**src/hw/rtl/mdas_pkg.sv**
```systemverilog
`default_nettype none

package mdas_pkg;

	// Fixed field widths of the request and response items.
	localparam int INDEX_FIELDS = 4;
	localparam int INDEX_W      = 12;
	localparam int BOUND_W      = 13;
	localparam int DIMS_W       = 3;
	localparam int VALUE_W      = 32;
	// Widest element offset carried between front and back (deepest store is 2**20).
	localparam int OFS_W        = 20;
	localparam int PADDR_W      = 5;
	localparam int PDATA_W      = 32;

	localparam logic OP_READ      = 1'b0;
	localparam logic OP_WRITE     = 1'b1;
	localparam logic STATUS_OK    = 1'b0;
	localparam logic STATUS_RANGE = 1'b1;

	// Register indexes on the configuration port (byte address is four times this).
	localparam logic [2:0] REG_NUM_DIMS = 3'd0;
	localparam logic [2:0] REG_BOUND_0  = 3'd1;
	localparam logic [2:0] REG_BOUND_1  = 3'd2;
	localparam logic [2:0] REG_BOUND_2  = 3'd3;
	localparam logic [2:0] REG_BOUND_3  = 3'd4;

	typedef logic [INDEX_FIELDS-1:0][BOUND_W-1:0] bound_arr_t;
	typedef logic [INDEX_FIELDS-1:0][INDEX_W-1:0] index_arr_t;

	// One classified access, as queued between the front and the back.
	typedef struct packed {
		logic                      opcode;
		logic                      bad;
		logic [OFS_W-1:0]          offset;
		logic signed [VALUE_W-1:0] wdata;
	} op_t;

endpackage

`default_nettype wire

```
**src/hw/rtl/mdas_queue.sv**
```systemverilog
`default_nettype none

module mdas_queue import mdas_pkg::*; (
	input  wire logic clk,
	input  wire logic arst_n,
	input  wire logic push,
	input  wire op_t  push_op,
	input  wire logic pop,
	output op_t       pop_op,
	output logic      full,
	output logic      empty
);

	op_t        slot_q [2];
	logic       wr_ptr_q;
	logic       rd_ptr_q;
	logic [1:0] cnt_q;

	assign full   = (cnt_q == 2'd2);
	assign empty  = (cnt_q == 2'd0);
	assign pop_op = slot_q[rd_ptr_q];

	always_ff @(posedge clk or negedge arst_n) begin
		if (!arst_n) begin
			wr_ptr_q <= 1'b0;
			rd_ptr_q <= 1'b0;
			cnt_q    <= 2'd0;
		end else begin
			if (push) begin
				wr_ptr_q <= !wr_ptr_q;
			end
			if (pop) begin
				rd_ptr_q <= !rd_ptr_q;
			end
			if (push && !pop) begin
				cnt_q <= cnt_q + 2'd1;
			end else if (pop && !push) begin
				cnt_q <= cnt_q - 2'd1;
			end
		end
	end

	always_ff @(posedge clk) begin
		if (push) begin
			slot_q[wr_ptr_q] <= push_op;
		end
	end

	a_no_overflow: assert property (@(posedge clk) disable iff (!arst_n)
		push |-> !full)
		else $error("push into a full queue");

endmodule

`default_nettype wire

```
**config.mk**
```make
export PLATFORM = sky130hd
export DESIGN_NAME = mdas_queue
export DESIGN_NICKNAME = d
export VERILOG_FILES = /design/src/hw/rtl/mdas_pkg.sv /design/src/hw/rtl/mdas_queue.sv
export SDC_FILE = /design/constraint.sdc
export NUM_CORES = 1
export LEC_CHECK = 0
export ABC_AREA = 1
export BUFFER_PORTS_ARGS = -buffer_cell sky130_fd_sc_hd__clkbuf_2
export CORE_MARGIN = 2
export CORE_UTILIZATION = 52
export CTS_CLUSTER_DIAMETER = 150
export DETAILED_ROUTE_END_ITERATION = 8
export GPL_TIMING_DRIVEN = 0
export PLACE_DENSITY = 0.81
export SYNTH_ARGS = -nofsm -noshare
export SYNTH_HDL_FRONTEND = slang
export SYNTH_SLANG_ARGS = --single-unit
```
**constraint.sdc**
```tcl
create_clock -name clk -period 4.5 [get_ports clk]
set_clock_uncertainty 0.1 [all_clocks]
set_input_delay 0.225 -clock clk [delete_from_list [all_inputs] [get_ports clk]]
set_output_delay 0.225 -clock clk [all_outputs]
set_load 0.02 [all_outputs]
```
==> out/results.txt, run 1 <==
die area: 9120 sq um
Post-Syn Nets: 252
PwrDens: 585 nW/um^2
cell count after synthesis: 193
Gates resized, CTS repair: 0
Post-Place Cells: 413
Initial Utilization: 0.532
CP Launch Type: flop
routability cong.: 0.701
Final Setup Violations: 0
Sink Count: 112
H-tree depth: 3
kind of critical path: reg2out
crit path DAT: 1.55 ns
DRT iter0 DRCs: 83
multiplexer share of the synthesized area: 0.182
Die Ht: 95.5 microns
Netlist cell types: 14
fillers: 523
Required @ worst endpoint: 4.18 ns
clock buffer depth: 2
port bufs: 113
f_max: 533 MHz
share of cells above drive strength 1: 0.505
DIE WIDTH: 95.5 microns
crit-path max FO: 10
total track usage: 0.169
Seq cells post-synth: 112
combinational family with the most area after synthesis: multiplexers
Vias per Instance: 4.82
Synth area leader: edfxtp_1
minimum clock period: 1.88 ns
mapped cell area: 4350 sq um
CTS tree: yes
# rows: 33
final-stage net count: 434
Layout Area Growth over Synthesis: 35.0%
setup TNS: 0 ns
largest net degree at the start of global routing: 29
complex-gate fraction of the synthesized area: 0
Final Max Tran Viols: 0
max-cap viol count: 0
Leakage: 2.44 nW
Worst VDD drop: 0.340 mV
Slew Limit Headroom: 0.415
final WL: 7350 microns
most common cell after layout, fill and taps aside: clkbuf_2
initial antenna violation count: 0
wire length per cell: 15.2 microns
DR vias: 2336
unrepaired setup endpoints after global routing: false
core area: 8180 sq um
drt first pass iters: 4
Worst Slack Setup Final: 2.62 ns
antenna cells: 0
part of the Yosys area used for sequential elements: 0.768
Syn Area/Cell: 22.6 sq um
clk slew on worst S/H paths: 0.09 ns
fraction of the mapped netlist area in adder cells: 0.00287
Synth top area share: 0.745
Final Power: 3.44 mW
worst skew pair latency: 0.34 ns
status: finished, final reports clean
first-pass GRT wire length: 11400 microns
Synth area leaders: edfxtp_1, mux2_4, buf_12
Post-Synth Simple-Gate Area: 0.00949
CP endpoint kind: output pin
hpwl dp: 4510 microns
XOR/XNOR share of the synthesized area: 0.00604
Least-Margin Pin Slew: 0.875 ns
Place WS: 2.65 ns
hold crit path type: in2reg
non-filler cells, final: 485
remaining antenna violation count: 0
yosys warns: 0
fin crit share: 0.417
root buffer cell: clkbuf_8
commonest non-fill, non-tap cells in the layout: clkbuf_2, edfxtp_1, dlygate4sd3_1, mux2_4, clkbuf_8
Remaining Overflow, GRT: 0
total CTS buffers: 9
I/O pin count: 114
drt drc: 0
final count of hold timing violations: 0
vias in the first global route: 2379
[per-layer routing]
metal / GRT usage / up-vias / wire, microns
li1: - / 1108 / -
met1: 0.206 / 1141 / 2960
met2: 0.287 / 75 / 3900
met3: 0.0522 / 12 / 384
met4: 0.0583 / 0 / 115
met5: 0 / - / 0
[report_power, final]
part           internal (mW)  switching, mW  total, mW
sequential              1.38         0.0628       1.45
combinational          0.647          0.715       1.36
clock                  0.317          0.315      0.632
total                   2.35           1.09       3.44
[Yosys cell counts]
cell and n:
nor2_1 3, nand2_1 5, buf_12 5, buf_6 1, mux2_4 49, dfrtp_1 4
nand3_1 1, edfxtp_1 108, mux2_2 5, nand4_1 1, xnor2_1 1, ha_1 1
inv_1 7, xor2_1 2
[registers in the layout (all words and copies together) (netlist names)]
signal / flops
slot_q: 108
cnt_q: 2
rd_ptr_q: 1
wr_ptr_q: 1
[per-stage QoR]
step                      hold WS (ns)  cell area (sq um)   util
after CTS                      0.00448               5880  0.719
after detailed placement       -0.0580               5100  0.624
after global routing            0.0252               5880  0.719
after floorplan                 -0.171               4350      -
after global placement         -0.0637               5050  0.618
final                           0.0245               5880  0.719
[worst paths after layout]
path	startpoint	to	slack, ns	cells past startpoint
worst max-delay path	rd_ptr_q$_DFFE_PN0P_	pop_op[37]	2.62	4
worst min-delay path	push	wr_ptr_q$_DFFE_PN0P_	0.02	2
worst max register to register	wr_ptr_q$_DFFE_PN0P_	slot_q[0][4]$_DFFE_PP_	2.66	2
worst min register to register	cnt_q[1]$_DFFE_PN0P_	cnt_q[1]$_DFFE_PN0P_	0.42	2
max in group asynchronous	arst_n	wr_ptr_q$_DFFE_PN0P_	4.07	2
min in group asynchronous	arst_n	cnt_q[1]$_DFFE_PN0P_	0.11	2
[what timing repair did]
action                                  4_1_cts  5_1_grt
hold buffers                                 56        0
setup buffers                                 0        0
hold endpoints to repair                    113        0
endpoints found under the setup margin        0        0
[final cells by class]
type                       count  area (sq um)  area share
buffer                         6           111      0.0189
multi-input combinational     68           880       0.150
timing repair buffer         171          1170       0.198
clock buffer                  10           128      0.0217
sequential                   112          3340       0.569
inverter                       7          26.3     0.00447
clock inverter                 6          91.3      0.0155
tap                          105           131      0.0224
[cells by family after synthesis]
| family | Yosys count |
|---|---|
| buffers and inverters | 13 |
| muxes | 54 |
| and+or+nand+nor | 10 |
| DFF | 112 |
| xor gates and xnor gates | 3 |
| adders and majority gates | 1 |
[worst max-delay path, cell delays in order, from the launching register on]
cell	delay [ns]
dfrtp_1	0.35
buf_6	0.21
buf_12	0.17
mux2_4	0.31
clkbuf_2	0.17
Power figures use the tool's default switching activity.
==> inputs of run 2 (changes only) <==
--- a/config.mk
+++ b/config.mk
@@ -8,11 +8,11 @@
 export ABC_AREA = 1
 export BUFFER_PORTS_ARGS = -buffer_cell sky130_fd_sc_hd__clkbuf_2
 export CORE_MARGIN = 2
-export CORE_UTILIZATION = 52
+export CORE_UTILIZATION = 47
 export CTS_CLUSTER_DIAMETER = 150
 export DETAILED_ROUTE_END_ITERATION = 8
 export GPL_TIMING_DRIVEN = 0
-export PLACE_DENSITY = 0.81
+export PLACE_DENSITY = 0.77
 export SYNTH_ARGS = -nofsm -noshare
 export SYNTH_HDL_FRONTEND = slang
 export SYNTH_SLANG_ARGS = --single-unit
==> constraint.sdc (replaced) <==
create_clock -name clk -period 1.65 [get_ports clk]
set_clock_uncertainty 0.1 [all_clocks]
set_input_delay 0.0825 -clock clk [delete_from_list [all_inputs] [get_ports clk]]
set_output_delay 0.0825 -clock clk [all_outputs]
set_load 0.02 [all_outputs]
==> out/results.txt, run 2 (same netlist as run 1, synthesis figures left out) <==
status: complete, but fails checks (was finished, final reports clean)
violations in the final reports: negative setup slack
largest registers: slot_q: 108 flops, cnt_q: 2 flops (unchanged)
worst skew pair latency: 0.35 ns (was 0.34 ns)
die area: 10000 sq um (was 9120 sq um)
Leakage: 2.46 nW (was 2.44 nW)
final-stage net count: 438 (was 434)
Initial Utilization: 0.478 (was 0.532)
total track usage: 0.153 (was 0.169)
Post-Place Cells: 418 (was 413)
fin crit share: 1.04
kind of critical path: reg2out (unchanged)
Final Power: 9.43 mW (was 3.44 mW)
H-tree depth: 3 (unchanged)
crit-path max FO: 10 (unchanged)
Worst Slack Setup Final: -0.0705 ns (was 2.62 ns)
reg2reg start: wr_ptr_q$_DFFE_PN0P_ (unchanged)
hpwl dp: 4440 microns (was 4510 microns)
final count of hold timing violations: 0 (unchanged)
f_max: 581 MHz
# rows: 35 (was 33)
Biggest register: slot_q (unchanged)
CP Launch Type: flop (unchanged)
PwrDens: 1570 nW/um^2 (was 585 nW/um^2)
routability cong.: 0.710 (was 0.701)
CTS tree: yes (unchanged)
Final Max Tran Viols: 0 (unchanged)
DRT iter0 DRCs: 67 (was 83)
hold crit path type: in2reg (unchanged)
Layout Area Growth over Synthesis: 37.7% (was 35.0%)
total CTS buffers: 9 (unchanged)
WHS Path Cells: 3 (was 2)
wire length per cell: 15.7 microns (was 15.2 microns)
crit path DAT: 1.54 ns (was 1.55 ns)
vias in the first global route: 2430 (was 2379)
final WL: 7790 microns (was 7350 microns)
worst reg2reg path depth: 2 (unchanged)
drt drc: 0 (unchanged)
Slew Limit Headroom: 0.528 (was 0.415)
Final Setup Violations: 104 (was 0)
non-filler cells, final: 495 (was 485)
DIE WIDTH: 100 microns (was 95.5 microns)
Vias per Instance: 4.74 (was 4.82)
Sink Count: 112 (unchanged)
part of the power in registers: 0.421 (was 0.420)
share of cells above drive strength 1: 0.505 (about the same)
I/O pin count: 114 (unchanged)
Least-Margin Pin Slew: 0.708 ns (was 0.875 ns)
max FFs per register: 108 (unchanged)
root buffer cell: clkbuf_8 (unchanged)
clk slew on worst S/H paths: 0.10 ns (was 0.09 ns)
antenna cells: 0 (unchanged)
minimum clock period: 1.72 ns
Die Ht: 100 microns (was 95.5 microns)
DR vias: 2347 (was 2336)
first-pass GRT wire length: 11600 microns (was 11400 microns)
fin util: 0.658 (was 0.719)
CP endpoint kind: output pin (unchanged)
Reg-to-Reg End: slot_q[1][2]$_DFFE_PP_ (was slot_q[0][4]$_DFFE_PP_)
P_sw: 3.08 mW (was 1.09 mW)
drt first pass iters: 4 (unchanged)
setup TNS: -3.66 ns (was 0 ns)
Remaining Overflow, GRT: 0 (unchanged)
sw frac: 0.326 (was 0.317)
initial antenna violation count: 0 (unchanged)
Hold Path Sink: cnt_q[0]$_DFFE_PN0P_ (was wr_ptr_q$_DFFE_PN0P_)
unrepaired setup endpoints after global routing: true (was false)
Required @ worst endpoint: 1.47 ns (was 4.18 ns)
commonest non-fill, non-tap cells in the layout: edfxtp_1, clkbuf_2, dlygate4sd3_1, mux2_4, buf_6 (was clkbuf_2, edfxtp_1, dlygate4sd3_1, mux2_4, clkbuf_8)
core area: 9110 sq um (was 8180 sq um)
max-cap viol count: 0 (unchanged)
Comb power frac: 0.426 (was 0.396)
Place WS: -0.643 ns (was 2.65 ns)
worst hold start: push (unchanged)
Worst VDD drop: 0.835 mV (was 0.340 mV)
largest net degree at the start of global routing: 32 (was 29)
port bufs: 113 (unchanged)
clock power share: 0.153 (was 0.184)
clock buffer depth: 2 (unchanged)
most common cell after layout, fill and taps aside: edfxtp_1 (was clkbuf_2)
P_int: 6.36 mW (was 2.35 mW)
remaining antenna violation count: 0 (unchanged)
flop2flop setup slack: -0.03 ns (was 2.66 ns)
[run 2: cell types whose count changed in the layout (fill, tap and decap cells not counted), moves of 2 or more]
cell / delta
bufinv_16: -2
buf_4: +5
dlygate4sd3_1: +2
clkinv_1: +3
buf_6: +16
buf_2: +2
clkinvlp_4: +2
clkbuf_2: -23
[run 2: repair_timing]
action / CTS / global route
resized for setup: 5 / 61
setup endpoints to repair: 134 / 108
hold endpoints to repair: 114 / 0
hold buffers: 58 / 0
pin swaps: 1 / 0
gates cloned: 2 / 0
setup buffers: 0 / 1
[run 2: cell type report]
cell class / count / area, sq um
Sequential cell: 112 / 3340
Fill cell: 640 / 3110
Timing Repair Buffer: 173 / 1290
Multi-Input combinational cell: 69 / 893
Tap cell: 111 / 139
Clock buffer: 9 / 124
Buffer: 6 / 120
Clock inverter: 7 / 46.3
Inverter: 7 / 30.0
Timing Repair inverter: 1 / 7.51
[run 2: how the worst max path moves through the flow]
stage,start,to,cells after the start
2_1_floorplan,wr_ptr_q$_DFFE_PN0P_,slot_q[1][0]$_DFFE_PP_,2
3_5_place_dp,wr_ptr_q$_DFFE_PN0P_,slot_q[1][5]$_DFFE_PP_,2
3_3_place_gp,wr_ptr_q$_DFFE_PN0P_,slot_q[1][11]$_DFFE_PP_,2
6_report,rd_ptr_q$_DFFE_PN0P_,pop_op[11],4
4_1_cts,rd_ptr_q$_DFFE_PN0P_,pop_op[32],4
5_1_grt,rd_ptr_q$_DFFE_PN0P_,pop_op[38],4
[run 2: layer usage]
| layer | track usage | vias to the layer above | wire, microns |
|---|---|---|---|
| met5 | 0 | - | 0 |
| met4 | 0.0580 | 0 | 98 |
| met3 | 0.0411 | 10 | 379 |
| met2 | 0.276 | 79 | 4130 |
| met1 | 0.173 | 1139 | 3180 |
| li1 | - | 1119 | - |
[run 2: power by group through the flow]
| stage | Sequential [mW] | Combinational, mW | Clock, mW |
|---|---|---|---|
| floorplan | 3.97 | 2.71 | 0 |
| global placement | 3.99 | 3.55 | 0 |
| detailed placement | 4.02 | 3.61 | 0 |
| CTS | 3.97 | 3.78 | 1.47 |
| global route | 4.02 | 4.25 | 1.60 |
| finish | 3.97 | 4.02 | 1.44 |
[run 2: metrics by stage]
| step | hold slack [ns] | cell area [sq um] |
|---|---|---|
| finish | 0.0515 | 5990 |
| global route | 0.0844 | 5990 |
| detailed placement | -0.203 | 5090 |
| global placement | -0.208 | 5070 |
| floorplan | -0.313 | 4370 |
| CTS | 0.0367 | 5870 |
[run 2: worst max-delay path: stages, from the launching register on]
cell	delay (ns)
dfrtp_1	0.41
buf_12	0.16
buf_12	0.15
mux2_4	0.29
clkbuf_2	0.16
==> inputs of run 3 (changes only) <==
--- a/config.mk
+++ b/config.mk
@@ -8,11 +8,11 @@
 export ABC_AREA = 1
 export BUFFER_PORTS_ARGS = -buffer_cell sky130_fd_sc_hd__clkbuf_2
 export CORE_MARGIN = 2
-export CORE_UTILIZATION = 47
+export CORE_UTILIZATION = 35
 export CTS_CLUSTER_DIAMETER = 150
 export DETAILED_ROUTE_END_ITERATION = 8
 export GPL_TIMING_DRIVEN = 0
-export PLACE_DENSITY = 0.77
+export PLACE_DENSITY = 0.61
 export SYNTH_ARGS = -nofsm -noshare
 export SYNTH_HDL_FRONTEND = slang
 export SYNTH_SLANG_ARGS = --single-unit
==> out/results.txt, run 3 (same netlist as run 1, synthesis figures left out) <==
hpwl dp: 4800 microns (was 4440 microns)
Final Max Tran Viols: 0 (unchanged)
core area: 12100 sq um (was 9110 sq um)
violations in the final reports: negative setup slack (unchanged)
port bufs: 113 (unchanged)
first-pass GRT wire length: 12100 microns (was 11600 microns)
max FFs per register: 108 (unchanged)
unrepaired setup endpoints after global routing: true (unchanged)
P_int: 6.86 mW (was 6.36 mW)
fillers: 1029 (was 640)
initial antenna violation count: 0 (unchanged)
largest registers: slot_q: 108 flops, cnt_q: 2 flops (unchanged)
# rows: 40 (was 35)
GRT busiest layer: met2 (unchanged)
CP Launch Type: flop (unchanged)
clk slew on worst S/H paths: 0.06 ns (was 0.10 ns)
clock buffer depth: 2 (unchanged)
root buffer cell: clkbuf_16 (was clkbuf_8)
CP endpoint kind: output pin (unchanged)
DRT iter0 DRCs: 74 (was 67)
WHS Path Cells: 3 (unchanged)
sw frac: 0.311 (was 0.326)
drt drc: 0 (unchanged)
final WL: 7940 microns (was 7790 microns)
crit-path max FO: 10 (unchanged)
largest net degree at the start of global routing: 28 (was 32)
worst reg2reg path depth: 2 (unchanged)
Worst VDD drop: 0.785 mV (was 0.835 mV)
Remaining Overflow, GRT: 0 (unchanged)
drt first pass iters: 4 (unchanged)
Worst Slack Setup Final: -0.0425 ns (was -0.0705 ns)
f_max: 591 MHz (was 581 MHz)
Sink Count: 112 (unchanged)
final count of hold timing violations: 0 (unchanged)
non-filler cells, final: 554 (was 495)
P_sw: 3.10 mW (was 3.08 mW)
commonest non-fill, non-tap cells in the layout: edfxtp_1, clkbuf_2, dlygate4sd3_1, mux2_4, buf_6 (unchanged)
Biggest register: slot_q (unchanged)
met3 GRT Util: 0.0309 (was 0.0411)
die area: 13300 sq um (was 10000 sq um)
antenna cells: 0 (unchanged)
final-stage net count: 440 (was 438)
Comb power frac: 0.411 (was 0.426)
DR vias: 2350 (was 2347)
worst skew pair latency: 0.34 ns (was 0.35 ns)
Die Ht: 116 microns (was 100 microns)
setup TNS: -2.09 ns (was -3.66 ns)
I/O pin count: 114 (unchanged)
kind of critical path: reg2out (unchanged)
total CTS buffers: 9 (unchanged)
Post-Place Cells: 476 (was 418)
part of the power in registers: 0.397 (was 0.421)
Leakage: 2.53 nW (was 2.46 nW)
Layout Area Growth over Synthesis: 42.1% (was 37.7%)
hold crit path type: in2reg (unchanged)
minimum clock period: 1.69 ns (was 1.72 ns)
grt met1 use: 0.141 (was 0.173)
Vias per Instance: 4.24 (was 4.74)
share of cells above drive strength 1: 0.508 (was 0.505)
total track usage: 0.123 (was 0.153)
GRT met2 Usage: 0.209 (was 0.276)
status: complete, but fails checks (unchanged)
crit path DAT: 1.51 ns (was 1.54 ns)
Least-Margin Pin Slew: 0.680 ns (was 0.708 ns)
H-tree depth: 3 (unchanged)
remaining antenna violation count: 0 (unchanged)
fin crit share: 1.03 (was 1.04)
routability cong.: 0.686 (was 0.710)
vias in the first global route: 2530 (was 2430)
Required @ worst endpoint: 1.47 ns (about the same)
PwrDens: 1610 nW/um^2 (was 1570 nW/um^2)
clock power share: 0.193 (was 0.153)
DIE WIDTH: 116 microns (was 100 microns)
Initial Utilization: 0.361 (was 0.478)
Final Setup Violations: 91 (was 104)
most common cell after layout, fill and taps aside: edfxtp_1 (unchanged)
max-cap viol count: 0 (unchanged)
Slew Limit Headroom: 0.546 (was 0.528)
wire length per cell: 14.3 microns (was 15.7 microns)
CTS tree: yes (unchanged)
[run 3: final timing paths]
kind | startpoint | to | slack, ns
max | rd_ptr_q$_DFFE_PN0P_ | pop_op[34] | -0.04
min | push | cnt_q[0]$_DFFE_PN0P_ | 0.07
max reg2reg | wr_ptr_q$_DFFE_PN0P_ | slot_q[1][26]$_DFFE_PP_ | -0.03
min reg2reg | wr_ptr_q$_DFFE_PN0P_ | wr_ptr_q$_DFFE_PN0P_ | 0.44
max in group asynchronous | arst_n | wr_ptr_q$_DFFE_PN0P_ | 0.72
min in group asynchronous | arst_n | cnt_q[1]$_DFFE_PN0P_ | 0.55
[run 3: power groups by stage]
stage | clock, mW | combinational (mW) | sequential, mW
floorplan | 0 | 2.71 | 3.97
global placement | 0 | 3.62 | 3.99
detailed placement | 0 | 3.72 | 4.02
CTS | 2.01 | 3.94 | 3.96
global route | 2.12 | 4.34 | 4.00
finish | 1.92 | 4.09 | 3.95
[run 3: repair_timing]
item	in CTS	in global routing
setup buffers	3	0
hold endpoints to repair	114	0
gates resized for setup	5	54
hold buffers	58	0
setup endpoints to repair	124	106
gates cloned	1	0
[run 3: through the flow]
| step | power [mW] | setup slack (ns) | instance area, sq um | hold WS (ns) | util |
|---|---|---|---|---|---|
| 4_1_cts | 9.91 | -0.0856 | 6080 | 0.0522 | 0.504 |
| 6_report | 9.96 | -0.0425 | 6190 | 0.0744 | 0.513 |
| 3_3_place_gp | 7.61 | -0.687 | 5140 | -0.207 | 0.426 |
| 2_1_floorplan | 6.68 | -0.104 | 4370 | -0.313 | - |
| 5_1_grt | 10.5 | -0.131 | 6190 | 0.119 | 0.513 |
| 3_5_place_dp | 7.75 | -0.707 | 5200 | -0.196 | 0.431 |
[run 3: metal layers]
metal | wire [microns] | share of wire
met5 | 0 | 0
met2 | 4080 | 0.51
met4 | 158 | 0.020
met3 | 391 | 0.049
met1 | 3310 | 0.42
[run 3: area by class of cell]
| cell class | count | area, sq um | share of cell area |
|---|---|---|---|
| inverter | 7 | 30.0 | 0.00485 |
| clock inverter | 5 | 23.8 | 0.00384 |
| tap | 168 | 210 | 0.0340 |
| sequential | 112 | 3340 | 0.541 |
| buffer | 6 | 120 | 0.0194 |
| clock buffer | 11 | 233 | 0.0376 |
| timing repair inverter | 1 | 7.51 | 0.00121 |
| timing repair buffer | 176 | 1330 | 0.215 |
| multi-input combinational | 68 | 887 | 0.143 |
[run 3: critical path, cell delays in order (launching register included)]
cell,delay [ns]
dfrtp_1,0.40
buf_12,0.16
buf_12,0.15
mux2_4,0.30
clkbuf_2,0.15
